File: src/dpv_pkg.sv
// package for the distance pid velocity block: codes, widths and reset values
`default_nettype none
package dpv_pkg;

	localparam int SUM_WIDTH_DEF = 48;
	localparam int GAIN_W        = 16;
	localparam int LIMIT_W       = 31;
	localparam int POS_W         = 32;
	localparam int ROOT_W        = 33;
	localparam int RAD_W         = 2 * ROOT_W;
	localparam int REM_W         = ROOT_W + 1;
	localparam int MUL_W         = ROOT_W + 1;
	localparam int PROD_W        = 2 * MUL_W;
	localparam int LAST_W        = 34;
	localparam int GAIN_SHIFT    = 8;
	localparam int CHUNK_W       = 32;
	localparam int CFG_IDX_W     = 2;

	localparam logic [CFG_IDX_W-1:0] REG_GAIN_P    = 2'd0;
	localparam logic [CFG_IDX_W-1:0] REG_GAIN_I    = 2'd1;
	localparam logic [CFG_IDX_W-1:0] REG_GAIN_D    = 2'd2;
	localparam logic [CFG_IDX_W-1:0] REG_VEL_LIMIT = 2'd3;

	localparam logic [GAIN_W-1:0]  GAIN_P_RST    = 16'd256;
	localparam logic [GAIN_W-1:0]  GAIN_I_RST    = 16'd0;
	localparam logic [GAIN_W-1:0]  GAIN_D_RST    = 16'd0;
	localparam logic [LIMIT_W-1:0] VEL_LIMIT_RST = 31'd19661;

	typedef enum logic [3:0] {
		ST_IDLE,
		ST_MUL_X,
		ST_MUL_Y,
		ST_SQ_ADD,
		ST_SQ_LOAD,
		ST_SQRT,
		ST_INTEG,
		ST_MUL_P,
		ST_MUL_I,
		ST_MUL_D,
		ST_ACC_END,
		ST_CLAMP
	} state_t;

endpackage
`default_nettype wire

File: src/distance_pid_velocity.sv
// top level: pid velocity controller on the euclidean distance to a goal
//
//  channel   direction  handshake             payload
//  in        input      in_valid / in_stall   current_x, current_y, goal_x, goal_y
//  out       output     out_valid / out_stall velocity, clamped
//  cfg       input      cfg_write             cfg_index, cfg_data
//
// the square root works one bit per cycle (33 steps), and one shared
// 34x34 multiplier forms the squares and the gain terms, one per cycle
// in_stall is high from the transfer until the result is loaded into the output register
// a new item is taken while the last result still waits; the block holds before loading
// the next result while out_stall keeps the previous one
// reset clears the integrator, the previous error and the gains to their defaults
`default_nettype none
module distance_pid_velocity #(
	parameter int SUM_WIDTH = dpv_pkg::SUM_WIDTH_DEF
) (
	input  wire                                 clk,
	input  wire                                 arst_n,
	input  wire                                 cfg_write,
	input  wire  [dpv_pkg::CFG_IDX_W-1:0]       cfg_index,
	input  wire  [dpv_pkg::LIMIT_W-1:0]         cfg_data,
	input  wire                                 in_valid,
	output logic                                in_stall,
	input  wire  signed [dpv_pkg::POS_W-1:0]    current_x,
	input  wire  signed [dpv_pkg::POS_W-1:0]    current_y,
	input  wire  signed [dpv_pkg::POS_W-1:0]    goal_x,
	input  wire  signed [dpv_pkg::POS_W-1:0]    goal_y,
	output logic                                out_valid,
	input  wire                                 out_stall,
	output logic signed [dpv_pkg::POS_W-1:0]    velocity,
	output logic                                clamped
);

	localparam int CHUNKS = (SUM_WIDTH + dpv_pkg::CHUNK_W - 1) / dpv_pkg::CHUNK_W;
	localparam int CIW    = (CHUNKS > 1) ? $clog2(CHUNKS) : 1;
	localparam int PADW   = CHUNKS * dpv_pkg::CHUNK_W;
	localparam int ACC_W  = PADW + 20;
	localparam int CNT_W  = $clog2(dpv_pkg::ROOT_W);

	dpv_pkg::state_t state_q, state_d;

	logic [dpv_pkg::GAIN_W-1:0]  gain_p_q, gain_i_q, gain_d_q;
	logic [dpv_pkg::LIMIT_W-1:0] vel_limit_q;

	logic [dpv_pkg::POS_W-1:0]   ax_q, ay_q;
	logic signed [dpv_pkg::MUL_W-1:0]  mul_a, mul_b;
	logic signed [dpv_pkg::PROD_W-1:0] prod_q;
	logic                        pend_q, pend_en;
	logic [CIW-1:0]              pend_idx_q, pend_idx_d;
	logic signed [ACC_W-1:0]     acc_q, acc_add;

	logic [dpv_pkg::RAD_W-1:0]   rad_q;
	logic [dpv_pkg::REM_W-1:0]   rem_q;
	logic [dpv_pkg::ROOT_W-1:0]  root_q, e_q;
	logic [CNT_W-1:0]            sqrt_cnt_q;
	logic [dpv_pkg::REM_W+1:0]   rem_sh, trial;
	logic                        take;

	logic [SUM_WIDTH-1:0]        error_sum_q;
	logic [SUM_WIDTH:0]          sum_ext;
	logic [PADW-1:0]             sum_pad;
	logic [dpv_pkg::CHUNK_W-1:0] chunk;
	logic [CIW-1:0]              chunk_cnt_q;
	logic [dpv_pkg::LAST_W-1:0]  last_error_q;
	logic signed [dpv_pkg::LAST_W-1:0] d_q;

	logic signed [dpv_pkg::POS_W:0] dx, dy;
	logic signed [ACC_W-1:0]     hi_lim, lo_lim;
	logic                        out_free;

	logic signed [dpv_pkg::POS_W-1:0] velocity_q;
	logic                        clamped_q, out_valid_q;

	// per-axis difference between goal and current position
	assign dx = $signed({goal_x[dpv_pkg::POS_W-1], goal_x})
	          - $signed({current_x[dpv_pkg::POS_W-1], current_x});
	assign dy = $signed({goal_y[dpv_pkg::POS_W-1], goal_y})
	          - $signed({current_y[dpv_pkg::POS_W-1], current_y});

	assign sum_pad  = PADW'(error_sum_q);
	assign chunk    = sum_pad[chunk_cnt_q*dpv_pkg::CHUNK_W +: dpv_pkg::CHUNK_W];
	assign out_free = !out_valid_q || !out_stall;
	assign in_stall = (state_q != dpv_pkg::ST_IDLE);

	// square root step
	assign rem_sh = {rem_q, rad_q[dpv_pkg::RAD_W-1 -: 2]};
	assign trial  = {1'b0, root_q, 2'b01};
	assign take   = (rem_sh >= trial);

	assign sum_ext = {1'b0, error_sum_q} + (SUM_WIDTH+1)'(root_q);
	assign acc_add = ACC_W'(prod_q) <<< (pend_idx_q * dpv_pkg::CHUNK_W);

	assign hi_lim = ACC_W'(vel_limit_q) <<< dpv_pkg::GAIN_SHIFT;
	assign lo_lim = -hi_lim;

	// next state
	always_comb begin
		state_d = state_q;
		unique case (state_q)
			dpv_pkg::ST_IDLE:    if (in_valid) state_d = dpv_pkg::ST_MUL_X;
			dpv_pkg::ST_MUL_X:   state_d = dpv_pkg::ST_MUL_Y;
			dpv_pkg::ST_MUL_Y:   state_d = dpv_pkg::ST_SQ_ADD;
			dpv_pkg::ST_SQ_ADD:  state_d = dpv_pkg::ST_SQ_LOAD;
			dpv_pkg::ST_SQ_LOAD: state_d = dpv_pkg::ST_SQRT;
			dpv_pkg::ST_SQRT:    if (sqrt_cnt_q == '0) state_d = dpv_pkg::ST_INTEG;
			dpv_pkg::ST_INTEG:   state_d = dpv_pkg::ST_MUL_P;
			dpv_pkg::ST_MUL_P:   state_d = dpv_pkg::ST_MUL_I;
			dpv_pkg::ST_MUL_I:   if (chunk_cnt_q == CIW'(CHUNKS - 1)) state_d = dpv_pkg::ST_MUL_D;
			dpv_pkg::ST_MUL_D:   state_d = dpv_pkg::ST_ACC_END;
			dpv_pkg::ST_ACC_END: state_d = dpv_pkg::ST_CLAMP;
			dpv_pkg::ST_CLAMP:   if (out_free) state_d = dpv_pkg::ST_IDLE;
			default:             state_d = dpv_pkg::ST_IDLE;
		endcase
	end

	// multiplier operand select
	always_comb begin
		mul_a      = '0;
		mul_b      = '0;
		pend_en    = 1'b0;
		pend_idx_d = '0;
		unique case (state_q)
			dpv_pkg::ST_MUL_X: begin
				mul_a   = $signed(dpv_pkg::MUL_W'(ax_q));
				mul_b   = $signed(dpv_pkg::MUL_W'(ax_q));
				pend_en = 1'b1;
			end
			dpv_pkg::ST_MUL_Y: begin
				mul_a   = $signed(dpv_pkg::MUL_W'(ay_q));
				mul_b   = $signed(dpv_pkg::MUL_W'(ay_q));
				pend_en = 1'b1;
			end
			dpv_pkg::ST_MUL_P: begin
				mul_a   = dpv_pkg::MUL_W'($signed(gain_p_q));
				mul_b   = $signed(dpv_pkg::MUL_W'(e_q));
				pend_en = 1'b1;
			end
			dpv_pkg::ST_MUL_I: begin
				mul_a      = dpv_pkg::MUL_W'($signed(gain_i_q));
				mul_b      = $signed(dpv_pkg::MUL_W'(chunk));
				pend_en    = 1'b1;
				pend_idx_d = chunk_cnt_q;
			end
			dpv_pkg::ST_MUL_D: begin
				mul_a   = dpv_pkg::MUL_W'($signed(gain_d_q));
				mul_b   = dpv_pkg::MUL_W'(d_q);
				pend_en = 1'b1;
			end
			default: begin
				mul_a = '0;
			end
		endcase
	end

	always_ff @(posedge clk or negedge arst_n) begin
		if (!arst_n) begin
			state_q      <= dpv_pkg::ST_IDLE;
			gain_p_q     <= dpv_pkg::GAIN_P_RST;
			gain_i_q     <= dpv_pkg::GAIN_I_RST;
			gain_d_q     <= dpv_pkg::GAIN_D_RST;
			vel_limit_q  <= dpv_pkg::VEL_LIMIT_RST;
			pend_q       <= 1'b0;
			pend_idx_q   <= '0;
			sqrt_cnt_q   <= '0;
			chunk_cnt_q  <= '0;
			error_sum_q  <= '0;
			last_error_q <= '0;
			out_valid_q  <= 1'b0;
		end else begin
			state_q    <= state_d;
			pend_q     <= pend_en;
			pend_idx_q <= pend_idx_d;
			if (cfg_write) begin
				unique case (cfg_index)
					dpv_pkg::REG_GAIN_P:    gain_p_q    <= cfg_data[dpv_pkg::GAIN_W-1:0];
					dpv_pkg::REG_GAIN_I:    gain_i_q    <= cfg_data[dpv_pkg::GAIN_W-1:0];
					dpv_pkg::REG_GAIN_D:    gain_d_q    <= cfg_data[dpv_pkg::GAIN_W-1:0];
					dpv_pkg::REG_VEL_LIMIT: vel_limit_q <= cfg_data;
					default:                gain_p_q    <= gain_p_q;
				endcase
			end
			if (state_q == dpv_pkg::ST_SQ_LOAD) begin
				sqrt_cnt_q <= CNT_W'(dpv_pkg::ROOT_W - 1);
			end else if (state_q == dpv_pkg::ST_SQRT) begin
				sqrt_cnt_q <= sqrt_cnt_q - 1'b1;
			end
			if (state_q == dpv_pkg::ST_INTEG) begin
				chunk_cnt_q <= '0;
				error_sum_q <= sum_ext[SUM_WIDTH] ? {SUM_WIDTH{1'b1}}
				                                  : sum_ext[SUM_WIDTH-1:0];
				last_error_q <= dpv_pkg::LAST_W'(root_q);
			end else if (state_q == dpv_pkg::ST_MUL_I) begin
				chunk_cnt_q <= chunk_cnt_q + 1'b1;
			end
			if (state_q == dpv_pkg::ST_CLAMP && out_free) begin
				out_valid_q <= 1'b1;
			end else if (!out_stall) begin
				out_valid_q <= 1'b0;
			end
		end
	end

	// datapath
	always_ff @(posedge clk) begin
		prod_q <= mul_a * mul_b;
		if (state_q == dpv_pkg::ST_IDLE && in_valid) begin
			ax_q <= dx[dpv_pkg::POS_W] ? dpv_pkg::POS_W'(-dx) : dx[dpv_pkg::POS_W-1:0];
			ay_q <= dy[dpv_pkg::POS_W] ? dpv_pkg::POS_W'(-dy) : dy[dpv_pkg::POS_W-1:0];
		end
		if ((state_q == dpv_pkg::ST_IDLE) || (state_q == dpv_pkg::ST_INTEG)) begin
			acc_q <= '0;
		end else if (pend_q) begin
			acc_q <= acc_q + acc_add;
		end
		if (state_q == dpv_pkg::ST_SQ_LOAD) begin
			rad_q  <= acc_q[dpv_pkg::RAD_W-1:0];
			rem_q  <= '0;
			root_q <= '0;
		end else if (state_q == dpv_pkg::ST_SQRT) begin
			rad_q  <= {rad_q[dpv_pkg::RAD_W-3:0], 2'b00};
			rem_q  <= take ? dpv_pkg::REM_W'(rem_sh - trial) : rem_sh[dpv_pkg::REM_W-1:0];
			root_q <= {root_q[dpv_pkg::ROOT_W-2:0], take};
		end
		if (state_q == dpv_pkg::ST_INTEG) begin
			e_q <= root_q;
			d_q <= $signed(dpv_pkg::LAST_W'(root_q)) - $signed(last_error_q);
		end
		if (state_q == dpv_pkg::ST_CLAMP && out_free) begin
			if (acc_q > hi_lim) begin
				velocity_q <= $signed(dpv_pkg::POS_W'(vel_limit_q));
				clamped_q  <= 1'b1;
			end else if (acc_q < lo_lim) begin
				velocity_q <= -$signed(dpv_pkg::POS_W'(vel_limit_q));
				clamped_q  <= 1'b1;
			end else begin
				velocity_q <= acc_q[dpv_pkg::GAIN_SHIFT +: dpv_pkg::POS_W];
				clamped_q  <= 1'b0;
			end
		end
	end

	assign out_valid = out_valid_q;
	assign velocity  = velocity_q;
	assign clamped   = clamped_q;

	// the integrator only grows or holds between resets
	a_sum_monotonic: assert property (@(posedge clk) disable iff (!arst_n)
		error_sum_q >= $past(error_sum_q))
		else $error("integrator decreased");

	// a clamped result sits exactly on the limit
	a_clamp_value: assert property (@(posedge clk) disable iff (!arst_n)
		(out_valid_q && clamped_q) |->
		(velocity_q == $signed(dpv_pkg::POS_W'(vel_limit_q)) ||
		 velocity_q == -$signed(dpv_pkg::POS_W'(vel_limit_q))))
		else $error("clamped velocity off the limit");

	// a fresh result only comes from the clamp step
	a_out_source: assert property (@(posedge clk) disable iff (!arst_n)
		$rose(out_valid_q) |-> ($past(state_q) == dpv_pkg::ST_CLAMP))
		else $error("result raised outside the clamp step");

endmodule
`default_nettype wire
File: config.mk
export PLATFORM = sky130hd
export DESIGN_NAME = distance_pid_velocity
export DESIGN_NICKNAME = d
export VERILOG_FILES = /design/src/dpv_pkg.sv /design/src/distance_pid_velocity.sv
export SDC_FILE = /design/constraint.sdc
export NUM_CORES = 2
export LEC_CHECK = 0
export BUFFER_PORTS_ARGS = -buffer_cell sky130_fd_sc_hd__clkbuf_2
export CAP_MARGIN = 20
export CORE_ASPECT_RATIO = 1.1
export CORE_MARGIN = 2
export CORE_UTILIZATION = 48
export CTS_CLUSTER_DIAMETER = 100
export DETAILED_ROUTE_END_ITERATION = 8
export PLACE_DENSITY_LB_ADDON = 0.05
export SETUP_SLACK_MARGIN = 0.3
export SLEW_MARGIN = 20
export SYNTH_ARGS = -nofsm -noshare
export SYNTH_HDL_FRONTEND = slang
export SYNTH_SLANG_ARGS = --single-unit
export TNS_END_PERCENT = 5
File: constraint.sdc
create_clock -name clk -period 11.2 [get_ports clk]
set_clock_uncertainty 0.1 [all_clocks]
set_input_delay 1.12 -clock clk [delete_from_list [all_inputs] [get_ports clk]]
set_output_delay 1.12 -clock clk [all_outputs]
set_load 0.02 [all_outputs]
# Word level (Yosys, flattened, before mapping)
# Cells that the tools add are included.
totals:
  regBits: 623
  out_inout_bits: 35
  wordCells: 103
classes:
  addsub: 12
  mul: 1
  magnitude_cmp: 3
  n_eq_ne: 19
  shift: 2
  mux: 24
  reduce_logical: 18
op_table:
  columns: ["op", "n"]
  rows:
  - ["one-hot mux 34 bit (5 select lines)", 2]
  - ["two-way mux 66 bit", 2]
  - ["two-way mux 32 bit", 3]
  - ["adder 84 bit", 1]
  - ["> comparator 84 x 40 -> 1 bit", 1]
  - ["< comparator 84 bit", 1]
  - ["negator 39 -> 84 bit", 1]
  - ["<<< shifter 68 x 6 -> 84 bit", 1]
  - ["multiplier 34 x 34 -> 68 bit", 1]
  - ["subtractor 32 x 32 -> 33 bit", 2]
  - ["negator 32 bit", 2]
  - ["indexed part select 64 x 7 -> 32 bit", 1]
  - ["adder 48 x 33 -> 49 bit", 1]
  - ["two-way mux 48 bit", 1]
  - ["one-hot mux 4 bit (12 select lines)", 1]
  - ["greater-or-equal comparator 36 x 35 -> 1 bit", 1]
  - ["two-way mux 34 bit", 1]
  - ["subtractor 33 x 33 -> 34 bit", 1]
  - ["subtractor 34 bit", 1]
  - ["negator 31 -> 32 bit", 1]
  - ["two-way mux 31 bit", 1]
  - ["equality test 4 x 3 -> 1 bit (second input constant)", 4]
  - ["equality test 4 bit (second input constant)", 4]
  - ["two-way mux 4 bit", 4]
  - ["other kinds (21)", 40]

# Depth between registers and ports, before layout
logic_depth:
  ltp_word: 4
  depth_mapped: 40
  mapped_depth_nobuf: 36

# Least setup slack after synthesis
# No wires, ideal clock.
synth_path:
  path_kind: "register to register"
  startpoint: "reg state_q[2]"
  endpoint: "reg prod_q[65] (netlist name)"
  setup_time_ps: 131
  t_arrival_ps: 9268
  slack_ps: 1701
  stages_incl_launch_ff: 39
  n_path_buf: 4
  period_less_slack_ps: 9499
  path_cell_list: "dfrtp_1 -> nand2b_1 -> nor3_1 -> a22oi_1 -> and2_1 -> clkbuf_1 -> clkbuf_1 -> nand2_1 -> clkbuf_1 -> nand2_1 -> fa_1 -> inv_1 -> fa_1 -> fa_1 -> inv_1 -> fa_1 -> inv_1 -> fa_1 -> [3 not listed] -> fa_1 -> inv_1 -> fa_1 -> inv_1 -> ha_1 -> nand2_1 -> or2_0 -> o21bai_1 -> or4b_1 -> clkbuf_2 -> o311ai_1 -> o2111ai_1 -> a21oi_1 -> or2_2 -> o31ai_1 -> a211oi_1 -> o31ai_1 -> xor2_1"
synth_via:
  elab_chain_cells: 3
  word_cells_on_any_way: 8
synth_lines:
  columns: ["element", "line", "rtl"]
  rows:
  - ["start: declaration", "distance_pid_velocity.sv:41", "dpv_pkg::state_t state_q, state_d;"]
  - ["start signal: assignment", "distance_pid_velocity.sv:158", "state_q <= dpv_pkg::ST_IDLE;"]
  - ["start signal: assignment", "distance_pid_velocity.sv:171", "state_q <= state_d;"]
  - ["equality test 4 bit (tied with other cells)", "distance_pid_velocity.sv:123", "unique case (state_q)"]
  - ["one-hot mux 34 bit (5 select lines)", "distance_pid_velocity.sv:123", null]
  - ["multiplier 34 x 34 -> 68 bit *", "distance_pid_velocity.sv:206", "prod_q <= mul_a * mul_b;"]
  - ["end signal: assignment", "distance_pid_velocity.sv:206", null]
  - ["end: declaration", "distance_pid_velocity.sv:48", "logic signed [dpv_pkg::PROD_W-1:0] prod_q;"]
# Every way passes the cells marked *; elsewhere a longest branch is shown, timed or not.
# A chain may end at the register's enable or synchronous reset.

# Worst setup path after layout
layout_path:
  startpoint: "reg state_q[2]"
  endpoint: "reg prod_q[67] (netlist name)"
# Same word-level chain as after synthesis.

==> metrics.cfg <==
[min_path]
hold_path_class=in -> async

[logic_synthesis]
synth_edf_count=230
async_reset_ff_share_pct=27.9
synthSimpleGateAreaFrac_pct=14.8
synth_fa_ha_area_share_pct=38.4
ys_seq_area_share_pct=19.1
yosysMostFrequentCell=inv_1
synth-xor-area-share_pct=4.13
synth_ff_type=edfxtp_1
syn_nets=11100
syn-instance-count=9195
ys_top_cells_by_area=fa_1 (30%), ha_1 (8.6%), edfxtp_1 (8.4%)
synth_compound_area_share_pct=11.7
ys_top_cells_by_count=inv_1 (1483), fa_1 (1223), nand2_1 (1106), nor2_1 (965), ha_1 (564)
yosysTopAreaCell=fa_1
synthMuxAreaShare_pct=2.94
syn-cell-area_um2=82100
syn_avg_cell_area_um2=8.93
synth_top_family_by_area=adder cells
synth_cell_types=109
yosysWarnings=0
yosys_register_bits=623
yosysTopAreaCellShare_pct=29.8

[placement]
portBuffers=200
dp_hpwl_um=230000
gp_congestion=1.01

[global_route]
grt_max_degree=99
antenna_found_initial=9
grt_pass1_wl_um=424000
grt-ovfl-total=0
grtUsageTotal_pct=32.4
grt_pass1_vias=67300

[flow_run]
cap_viol_max_count=0

[route]
num_vias=65400
wire_per_inst_um=24.1
ant_nets=0
drc=0
dr.pass1.iters=5
routed_via_density=5.65
routed_wl_um=280000
drtIter0Drc=5195

[critical_path]
critPathCaptureType=register
setup.worst_path.class=reg -> reg
critical-path-slowest-cell=fa_1
worst_ep_required_time_ps=11690
start_kind=register
crit_top_cell=fa_1
cp.arrival_ps=10970
path_max_fanout=34
slowest_delay_ps=540

[clock_tree]
htree_levels=3
clk_pin_slew_ps=60
clock_sinks=623
numCtsBuffers=75
cts_tree=yes
clock_latency_ps=730
cts_hold_buffers=0
cts-root-buf=clkbuf_16
cts.path.max_buffers=3

[run_status]
outcome=completed

[floorplan]
die_y_um=438
die-area_um2=174000
rows=159
num_io_pins=201
start_util_pct=48.2
fp.dieW_um=398
core_um2=170000

[sta]
slew_violations=0
layout_min_cycle_time_ps=10480
fmax_ghz=0.0954
finalHoldViolations=0
layout_worst_path_cycle_share_pct=93.6
tns_ps=0
finalSetupViolCount=0
rsz0062_at_grt=false
max_slew.worst_pin.slew_ps=1090
max-slew-margin-rel_pct=27.2

[cells_and_area]
fin_nets=11200
fillCellCount=16200
area_growth_syn_to_layout_pct=8.39
final_util_pct=52.3
drive_above_1_share_pct=9.09

[area by class of cell]
| cell class | count | area [um2] | area share, % |
|---|---|---|---|
| antenna | 13 | 32.5 | 0.0366 |
| clock buffer | 105 | 2070 | 2.33 |
| clock inverter | 34 | 437 | 0.491 |
| inverter | 1486 | 5590 | 6.28 |
| multi-input combinational | 6642 | 59400 | 66.8 |
| sequential | 623 | 15700 | 17.6 |
| tap | 2254 | 2820 | 3.17 |
| timing repair buffer | 436 | 2970 | 3.33 |
[worst max-delay path, delay by kind of cell (launching register included)]
family                   cells  cell delay [ps]
adder cells (fa/ha/maj)      9             4390
AND/OR/NAND/NOR              9             1940
AO/OA/AOI/OAI                8             1730
buffers and inverters       12             1540
flip-flops                   1              510
XOR/XNOR                     1               90
[cells by family (layout without fill, tap and decap cells)]
family | Yosys count | count (layout)
xor+xnor | 386 | 386
compound gates | 1472 | 1472
mux | 223 | 223
buf+inv | 1931 | 2061
other cells | 0 | 13
fa+ha+maj | 1787 | 1787
simple gates | 2773 | 2774
flops | 623 | 623
[registers in the layout, indices dropped and copies added, names as in the netlist, 16 cells and up]
register      flops
e_q              33
gain_d_q         16
vel_limit_q      31
error_sum_q      48
velocity         32
rem_q            34
prod_q           68
rad_q            66
ay_q             32
last_error_q     33
acc_q            84
ax_q             32
d_q              34
gain_p_q         16
gain_i_q         16
root_q           33
[cells in the final DEF (no fill, tap or decap), types with 160 or more instances in the layout]
cell      instances
dfrtp_1         160
nor2_1          962
a21o_1          250
inv_1          1482
fa_1           1222
ha_1            563
xnor2_1         242
nand2_1        1104
buf_4           220
a21oi_1         399
o21ai_0         266
clkbuf_2        199
edfxtp_1        230
dfxtp_1         219
[worst paths after layout]
path	from	to	slack, ps	depth (start not counted)
min in group clk	rem_q[33]	rem_q[33]	380	2
min reg2reg	rem_q[33]	rem_q[33]	380	2
max reg2reg	state_q[2]	prod_q[67]	720	39
max in group asynchronous	arst_n	error_sum_q[11]	9200	2
max	state_q[2]	prod_q[67]	720	39
min	arst_n	vel_limit_q[16]	330	1
[timing repair]
action | 4_1_cts | 5_1_grt
cloned | 0 | 1
buffers inserted | 4 | 6
gates resized for setup | 0 | 29
hold endpoints to repair | 0 | 0
pin swaps | 2 | 3
setup endpoints to repair | 11 | 13
[through the flow]
step / worst slack (ps) / instances / hold slack [ps] / cell area, um2
after detailed placement: 147 / 11400 / 354 / 86200
after global routing: 303 / 11600 / 357 / 89000
after global placement: 55.1 / 11400 / 344 / 86200
after CTS: 366 / 11600 / 316 / 88800
final: 722 / 11600 / 328 / 89000
after floorplan: 1700 / 9195 / 326 / 82100
[per-layer routing]
metal | routed length, um | GRT usage [%] | share of wire (%) | vias to the layer above
met1 | 116000 | 42.7 | 41 | 32900
met2 | 128000 | 51.8 | 46 | 2260
met5 | 13 | 0 | 0.0046 | -
met4 | 14700 | 14.7 | 5.3 | 2
li1 | - | - | - | 29800
met3 | 20900 | 6.41 | 7.5 | 463
Power is left out: the tool's default activity adds up to more than one toggle a clock period on the data nets, which glitch-free logic cannot reach.
